==> config.mk <==
export PLATFORM = sky130hd
export DESIGN_NAME = periodic_task_tick_scheduler_unit
export DESIGN_NICKNAME = d
export VERILOG_FILES = /design/src/hdl/ptts_pkg.sv /design/src/hdl/ptts_ram.sv /design/src/hdl/periodic_task_tick_scheduler_unit.sv
export SDC_FILE = /design/constraint.sdc
export NUM_CORES = 1
export LEC_CHECK = 0
export BUFFER_PORTS_ARGS = -buffer_cell sky130_fd_sc_hd__buf_4
export CORE_ASPECT_RATIO = 0.6
export CORE_MARGIN = 1.5
export CORE_UTILIZATION = 29
export DETAILED_ROUTE_END_ITERATION = 7
export RECOVER_POWER = 50
export REMOVE_ABC_BUFFERS = 1
export SETUP_SLACK_MARGIN = 0.05
export SLEW_MARGIN = 15
export SYNTH_ARGS = -nofsm -noshare
export SYNTH_HDL_FRONTEND = slang
export SYNTH_HIERARCHICAL = 1
export SYNTH_SLANG_ARGS = --single-unit
==> constraint.sdc <==
create_clock -name aclk -period 9.12 [get_ports aclk]
set_clock_uncertainty 0.1 [all_clocks]
set_input_delay 1.368 -clock aclk [delete_from_list [all_inputs] [get_ports aclk]]
set_output_delay 1.368 -clock aclk [all_outputs]
set_load 0.02 [all_outputs]
==> src/hdl/ptts_pkg.sv <==
// Shared widths, codes and defaults for the periodic task tick scheduler.
package ptts_pkg;

    // Field widths of the request and result channels
    localparam int REQ_W    = 3;
    localparam int SLOT_W   = 3;
    localparam int TIME_W   = 16;
    localparam int STATUS_W = 2;

    // Default size of the task table
    localparam int DEFAULT_NUM_SLOTS = 8;

    // Request codes
    localparam logic [REQ_W-1:0] REQ_TICK    = 3'd0;
    localparam logic [REQ_W-1:0] REQ_CREATE  = 3'd1;
    localparam logic [REQ_W-1:0] REQ_SUSPEND = 3'd2;
    localparam logic [REQ_W-1:0] REQ_RESUME  = 3'd3;
    localparam logic [REQ_W-1:0] REQ_DELETE  = 3'd4;

    // Result kinds
    localparam logic KIND_REPLY = 1'b0;
    localparam logic KIND_FIRE  = 1'b1;

    // Create status codes
    localparam logic [STATUS_W-1:0] STATUS_OK         = 2'd0;
    localparam logic [STATUS_W-1:0] STATUS_TAKEN      = 2'd1;
    localparam logic [STATUS_W-1:0] STATUS_NO_HANDLER = 2'd2;
    localparam logic [STATUS_W-1:0] STATUS_RSVD       = 2'd3;

endpackage

==> src/hdl/ptts_ram.sv <==
// Generic simple dual-port RAM with registered read data.
module ptts_ram #(
    parameter int WIDTH = 32,
    parameter int DEPTH = 8
) (
    input  logic                                  aclk,
    input  logic                                  we,
    input  logic [((DEPTH > 1) ? $clog2(DEPTH) : 1)-1:0] waddr,
    input  logic [WIDTH-1:0]                      wdata,
    input  logic [((DEPTH > 1) ? $clog2(DEPTH) : 1)-1:0] raddr,
    output logic [WIDTH-1:0]                      rdata
);

    logic [WIDTH-1:0] mem [DEPTH];
    logic [WIDTH-1:0] rdata_reg;

    // One write and one registered read per cycle
    always_ff @(posedge aclk) begin
        if (we) begin
            mem[waddr] <= wdata;
        end
        rdata_reg <= mem[raddr];
    end

    assign rdata = rdata_reg;

endmodule

==> src/hdl/periodic_task_tick_scheduler_unit.sv <==
// Periodic task scheduler: task table, tick walker and create/suspend/resume/delete handling.
//
// Usage: a tick request walks the task table one slot at a time, reading each slot's period
// and countdown from the table RAM in the ST_RD state and updating it in ST_EX, so a tick
// holds off further requests for its whole walk (a read and an update state per slot, then
// a closing state that also hands over the final fire notice) and also while a fire notice
// waits on a stalled result side. Fire notices leave in slot order and the final one carries
// m_last. A create passes through a reply state and always answers with one reply (m_kind 0,
// m_last 1); suspend, resume and delete are handled in the idle state and give no result. Only
// slots reachable by the 3-bit slot field can be created. The table RAM needs no clearing
// pass after reset: a per-slot written flag makes an unwritten countdown read as zero.
module periodic_task_tick_scheduler_unit #(
    parameter int NUM_SLOTS = ptts_pkg::DEFAULT_NUM_SLOTS
) (
    input  logic                            aclk,
    input  logic                            aresetn,
    // request channel
    input  logic                            s_valid,
    output logic                            s_ready,
    input  logic [ptts_pkg::REQ_W-1:0]      s_req_type,
    input  logic [ptts_pkg::SLOT_W-1:0]     s_slot,
    input  logic [ptts_pkg::TIME_W-1:0]     s_period,
    input  logic [ptts_pkg::TIME_W-1:0]     s_first_delay,
    input  logic                            s_has_handler,
    // result channel
    output logic                            m_valid,
    input  logic                            m_ready,
    output logic                            m_kind,
    output logic [ptts_pkg::SLOT_W-1:0]     m_fired_slot,
    output logic [ptts_pkg::STATUS_W-1:0]   m_status,
    output logic                            m_last
);

    import ptts_pkg::*;

    localparam int IDX_W   = (NUM_SLOTS > 1) ? $clog2(NUM_SLOTS) : 1;
    localparam int ENTRY_W = 2 * TIME_W;
    localparam logic [IDX_W-1:0] LAST_IDX = IDX_W'(NUM_SLOTS - 1);

    // Sequencer states
    localparam logic [2:0] ST_IDLE  = 3'd0;
    localparam logic [2:0] ST_RD    = 3'd1;
    localparam logic [2:0] ST_EX    = 3'd2;
    localparam logic [2:0] ST_FLUSH = 3'd3;
    localparam logic [2:0] ST_REPLY = 3'd4;

    logic [2:0]           state_reg, state_next;
    logic [IDX_W-1:0]     idx_reg, idx_next;
    logic [NUM_SLOTS-1:0] occ_reg, occ_next;
    logic [NUM_SLOTS-1:0] res_reg, res_next;
    logic [NUM_SLOTS-1:0] wr_reg, wr_next;
    logic                 pend_valid_reg, pend_valid_next;
    logic [IDX_W-1:0]     pend_slot_reg, pend_slot_next;
    logic [STATUS_W-1:0]  status_reg, status_next;

    logic                 m_valid_reg, m_valid_next;
    logic                 m_kind_reg, m_kind_next;
    logic [SLOT_W-1:0]    m_fired_slot_reg, m_fired_slot_next;
    logic [STATUS_W-1:0]  m_status_reg, m_status_next;
    logic                 m_last_reg, m_last_next;

    logic                 ram_we;
    logic [IDX_W-1:0]     ram_waddr;
    logic [ENTRY_W-1:0]   ram_wdata;
    logic [ENTRY_W-1:0]   ram_rdata;

    logic                 out_free;
    logic                 out_load;
    logic                 out_kind;
    logic [SLOT_W-1:0]    out_slot;
    logic [STATUS_W-1:0]  out_status;
    logic                 out_last;

    logic                 in_range;
    logic [IDX_W-1:0]     slot_addr;
    logic [TIME_W-1:0]    ex_cnt;
    logic [TIME_W-1:0]    ex_per;
    logic [TIME_W-1:0]    ex_dec_src;
    logic [TIME_W-1:0]    ex_new_cnt;
    logic                 ex_fire;
    logic                 ex_wr;
    logic                 ex_stall;

    // Period and countdown table, one entry per slot
    ptts_ram #(
        .WIDTH (ENTRY_W),
        .DEPTH (NUM_SLOTS)
    ) u_table (
        .aclk  (aclk),
        .we    (ram_we),
        .waddr (ram_waddr),
        .wdata (ram_wdata),
        .raddr (idx_reg),
        .rdata (ram_rdata)
    );

    assign s_ready   = (state_reg == ST_IDLE);
    assign out_free  = !m_valid_reg || m_ready;
    assign in_range  = (int'(s_slot) < NUM_SLOTS);
    assign slot_addr = IDX_W'(s_slot);

    // Per-slot update during the tick walk; one shared decrementer serves reload and count
    assign ex_cnt     = wr_reg[idx_reg] ? ram_rdata[TIME_W-1:0] : '0;
    assign ex_per     = ram_rdata[ENTRY_W-1:TIME_W];
    assign ex_dec_src = (ex_cnt == '0) ? ex_per : ex_cnt;
    assign ex_new_cnt = ex_dec_src - TIME_W'(1);
    assign ex_fire    = res_reg[idx_reg] && (ex_cnt == '0) && occ_reg[idx_reg];
    assign ex_wr      = res_reg[idx_reg] && ((ex_cnt != '0) || occ_reg[idx_reg]);
    // a second fire cannot park while the held one still waits for the output register
    assign ex_stall   = ex_fire && pend_valid_reg && !out_free;

    // Sequencer
    always_comb begin
        state_next      = state_reg;
        idx_next        = idx_reg;
        occ_next        = occ_reg;
        res_next        = res_reg;
        wr_next         = wr_reg;
        pend_valid_next = pend_valid_reg;
        pend_slot_next  = pend_slot_reg;
        status_next     = status_reg;
        ram_we          = 1'b0;
        ram_waddr       = idx_reg;
        ram_wdata       = {ex_per, ex_new_cnt};
        out_load        = 1'b0;
        out_kind        = KIND_FIRE;
        out_slot        = SLOT_W'(pend_slot_reg);
        out_status      = STATUS_OK;
        out_last        = 1'b0;

        unique case (state_reg)
            ST_IDLE: begin
                if (s_valid) begin
                    case (s_req_type)
                        REQ_TICK: begin
                            idx_next   = '0;
                            state_next = ST_RD;
                        end
                        REQ_CREATE: begin
                            state_next = ST_REPLY;
                            if (!s_has_handler) begin
                                status_next = STATUS_NO_HANDLER;
                            end else if (!in_range || occ_reg[slot_addr]) begin
                                status_next = STATUS_TAKEN;
                            end else begin
                                status_next          = STATUS_OK;
                                occ_next[slot_addr]  = 1'b1;
                                res_next[slot_addr]  = 1'b1;
                                wr_next[slot_addr]   = 1'b1;
                                ram_we               = 1'b1;
                                ram_waddr            = slot_addr;
                                ram_wdata            = {s_period, s_first_delay};
                            end
                        end
                        REQ_SUSPEND: begin
                            if (in_range) begin
                                res_next[slot_addr] = 1'b0;
                            end
                        end
                        REQ_RESUME: begin
                            if (in_range) begin
                                res_next[slot_addr] = 1'b1;
                            end
                        end
                        REQ_DELETE: begin
                            if (in_range) begin
                                occ_next[slot_addr] = 1'b0;
                            end
                        end
                        default: begin
                        end
                    endcase
                end
            end
            ST_RD: begin
                state_next = ST_EX;
            end
            ST_EX: begin
                if (!ex_stall) begin
                    if (ex_wr) begin
                        ram_we           = 1'b1;
                        wr_next[idx_reg] = 1'b1;
                    end
                    // hold the newest fire back until we know whether it is the final one
                    if (ex_fire) begin
                        if (pend_valid_reg) begin
                            out_load = 1'b1;
                        end
                        pend_valid_next = 1'b1;
                        pend_slot_next  = idx_reg;
                    end
                    if (idx_reg == LAST_IDX) begin
                        state_next = ST_FLUSH;
                    end else begin
                        idx_next   = idx_reg + IDX_W'(1);
                        state_next = ST_RD;
                    end
                end
            end
            ST_FLUSH: begin
                if (!pend_valid_reg) begin
                    state_next = ST_IDLE;
                end else if (out_free) begin
                    out_load        = 1'b1;
                    out_last        = 1'b1;
                    pend_valid_next = 1'b0;
                    state_next      = ST_IDLE;
                end
            end
            ST_REPLY: begin
                if (out_free) begin
                    out_load   = 1'b1;
                    out_kind   = KIND_REPLY;
                    out_slot   = '0;
                    out_status = status_reg;
                    out_last   = 1'b1;
                    state_next = ST_IDLE;
                end
            end
            default: begin
                state_next = ST_IDLE;
            end
        endcase
    end

    // Output register
    always_comb begin
        m_valid_next      = m_valid_reg && !m_ready;
        m_kind_next       = m_kind_reg;
        m_fired_slot_next = m_fired_slot_reg;
        m_status_next     = m_status_reg;
        m_last_next       = m_last_reg;
        if (out_load) begin
            m_valid_next      = 1'b1;
            m_kind_next       = out_kind;
            m_fired_slot_next = out_slot;
            m_status_next     = out_status;
            m_last_next       = out_last;
        end
    end

    // Control state
    always_ff @(posedge aclk) begin
        if (!aresetn) begin
            state_reg      <= ST_IDLE;
            idx_reg        <= '0;
            occ_reg        <= '0;
            res_reg        <= '0;
            wr_reg         <= '0;
            pend_valid_reg <= 1'b0;
            m_valid_reg    <= 1'b0;
        end else begin
            state_reg      <= state_next;
            idx_reg        <= idx_next;
            occ_reg        <= occ_next;
            res_reg        <= res_next;
            wr_reg         <= wr_next;
            pend_valid_reg <= pend_valid_next;
            m_valid_reg    <= m_valid_next;
        end
    end

    // Payload
    always_ff @(posedge aclk) begin
        pend_slot_reg    <= pend_slot_next;
        status_reg       <= status_next;
        m_kind_reg       <= m_kind_next;
        m_fired_slot_reg <= m_fired_slot_next;
        m_status_reg     <= m_status_next;
        m_last_reg       <= m_last_next;
    end

    assign m_valid      = m_valid_reg;
    assign m_kind       = m_kind_reg;
    assign m_fired_slot = m_fired_slot_reg;
    assign m_status     = m_status_reg;
    assign m_last       = m_last_reg;

endmodule

==> impl_results.md <==
* Outcome: complete, but fails checks
* Violated checks: capacitance limit, slew limit
* Worst Setup End Kind: register
* Vias in the first global route at between 7000 and 8000
* Switching power at 610.7 uW
* Mean Syn Cell Area at 15.63 um^2
* Post-Syn Area at 0.01389 mm^2
* Flops & latches, synth at 332
* Antenna violations before repair at 1
* Per-cell routed wire length at 20.34 um
* Cell row count at 61
* WHS Path Cells at 2
* Worst-path cell chain: mux2i_1 -> nand3_1 -> and4_1 -> buf_4 -> nand2_1 -> a22oi_1 -> ha_1 -> nand2_1 -> nor3_1 -> o21ai_0 -> a22oi_1 -> xor2_1 -> o21ai_0
* CTS Root Cell: clkbuf_16
* Setup TNS at 0 ns
* Slew @ Worst Pin at 2.679 ns
* Worst-Skew Late Latency at ~0.57 ns
* # clock sinks at 332
* Max Cap Viol at 7
* Global route overflow at 0
* Initial DRC count at a little over 800
* First-pass GRT wire length at 48.51 mm
* CTS-repair resized insts at 0
* Achievable frequency at 159.7 MHz
* I/O Buffers at 51
* Die height at 172.5 um
* Post-synthesis sequential area ratio at 67.16%
* CP startpoint kind: register
* Hpwl dp at 20.41 mm
* Vias per cell at ~5
* Crit-path leading delay family: flip-flops
* Min Tclk post-route at 6.263 ns
* Final period util at 68.68%
* Initial Utilization at 29.69%
* Yosys warnings at 6
* Post-synthesis async set-or-reset flop share at 0%
* Max reg flops at 256
* Die extent in x at roughly 290 um
* Sequential Power Share at 53.2%
* Clock-pin slew on the worst setup and hold paths at approximately 0.070 ns
* Worst path bufs/invs at 1
* Io pins at between 50 and 60
* Final worst-path setup slack at 2.857 ns
* Synth cell types at 63
* EDFF count, synth at 268
* Final instance area at 0.01597 mm^2
* Worst hold slack at around 0.36 ns
* CTS tree: built
* Hold Path Class: reg -> reg
* Post-CTS Hold Buffers at 0
* Core Area at 0.04679 mm^2
* Clock power share at 44.8%
* FF-to-FF path depth at 13
* Antenna Cells at 0
* Most common cell after layout, fill and taps aside: edfxtp_1
* Post-CTS Setup Bufs at 0
* Combinational power share at 2.0%
* Layout Nets at 982
* Largest net degree at the start of global routing at 48
* DR vias at 7916
* Final antenna-violating net count at 0
* Slowest-stage cell, CP: dfxtp_1
* Final Max Slew Viols at 280
* Critical Path AT at 6.41 ns
* Slew HR at -78.63%
* CP peak stage delay at 2.10 ns
* Internal at ~2.5 mW
* Layout cells sized above 1 at between 10% and 20%
* Endpoints failing hold at 0
* Worst-path fanout max at 47
* CP Depth at 13
* Total track usage at 12.93%
* TritonCTS buffer count at 30
* DRT Pass-1 Iters at 5
* Power per Cell Area at 191.8 mW/mm^2
* Setup violators final at 0
* Post-place instance area at 0.01497 mm^2
* Global placement routability congestion at around 0.83
* H-tree depth at 1
* Switching part of the total at 19.94%
* Die ar. at 0.04927 mm^2
* Residual DRC at 0
* CP required at 9.26 ns
* Core Util, Final at 34.13%
* Leakage at 5.119 nW
* Syn Inst Count at 889
* CTS max path bufs at 3
* Worst Setup Path Type: reg -> reg
* WL final at 32.33 mm
* Main synth FF type: edfxtp_1
* Unrepaired setup endpoints after global routing: no
* Area growth syn-to-layout at 14.94%
* VDD IR max at between 0.1 and 0.15 mV
* Most frequent cells in the layout: edfxtp_1, nand2_1, dfxtp_1, nor2_1, buf_4
* Dpl ws at 3.795 ns
## per-layer routing
layer | up-vias | routed length [um] | share of wire (%) | global-route usage, %
met1 | 4080 | 16620 | 51 | 20.85
met2 | 222 | 13290 | 41 | 17.84
li1 | 3578 | - | - | -
met4 | 0 | 416 | 1.3 | 2.072
met3 | 36 | 2004 | 6.2 | 2.665
met5 | - | 0 | 0 | 0
## metrics by stage
stage	total power, mW	std cells
after global placement	1.724	1534
after global routing	3.154	1590
after floorplan	1.687	838
final	3.063	1590
after CTS	3.091	1590
after detailed placement	1.725	1534
## area by class of cell
class | instances | area, um^2
flip-flops and latches | 332 | 9330
multi-input cells | 502 | 4320
repair buffers | 66 | 431.7
inverters | 4 | 15.01
well taps | 630 | 788.3
fillers | 4479 | 30820
clock buffers | 34 | 797.0
clock inverters | 22 | 284.0
## logic make-up (layout without fill, tap and decap cells)
kind of cell / Yosys count / count (layout) / synth area share, %
AOI/OAI and AO/OA: 118 / 118 / 5.575
xor gates and xnor gates: 12 / 12 / 0.7566
buffers and inverters: 55 / 126 / 2.081
and+or+nand+nor: 254 / 254 / 8.512
DFF: 332 / 332 / 67.16
adders and majority gates: 3 / 3 / 0.2703
muxes: 115 / 115 / 15.65
## cell usage after synthesis, drive strengths merged (6+ instances only)
| master | number | area share (%) |
|---|---|---|
| clkbuf | 24 | 0.65 |
| nor2 | 62 | 1.7 |
| edfxtp | 268 | 58 |
| xor2 | 7 | 0.44 |
| or3 | 7 | 0.35 |
| nand2b | 7 | 0.32 |
| nand3 | 10 | 0.36 |
| mux4 | 66 | 12 |
| nand2 | 106 | 2.9 |
| mux2i | 12 | 0.86 |
| o21ai | 26 | 0.94 |
| nor3 | 22 | 0.83 |
| mux2 | 37 | 3.0 |
| a22oi | 10 | 0.54 |
| and2 | 10 | 0.45 |
| nor2b | 6 | 0.27 |
| dfxtp | 64 | 9.2 |
| a21oi | 33 | 1.2 |
| buf | 27 | 1.3 |
| o31ai | 8 | 0.47 |
## worst register-to-register path, cell delays in order, from the launching register on
cell and delay, ns:
dfxtp_1 2.10, mux2i_1 0.37, nand3_1 0.22, and4_1 0.21
buf_4 0.23, nand2_1 0.35, a22oi_1 0.35, ha_1 0.40
nand2_1 0.18, nor3_1 0.15, o21ai_0 0.10, a22oi_1 0.37
xor2_1 0.13, o21ai_0 0.67
## final timing paths
kind	start	to	slack (ns)
max	idx_reg[0]	u_table/mem[7][12]	2.86
min reg2reg	wr_reg[5]	wr_reg[5]	0.36
max reg2reg	idx_reg[0]	u_table/mem[7][12]	2.86
min	wr_reg[5]	wr_reg[5]	0.36
## power by group through the flow
stage	registers [mW]	clock network, mW	logic (mW)
4_1_cts	1.63	1.40	0.0642
3_3_place_gp	1.66	0	0.0631
2_1_floorplan	1.66	0	0.0265
5_1_grt	1.63	1.46	0.0681
6_report	1.63	1.37	0.0618
3_5_place_dp	1.66	0	0.0640
Power figures use the tool's default switching activity.
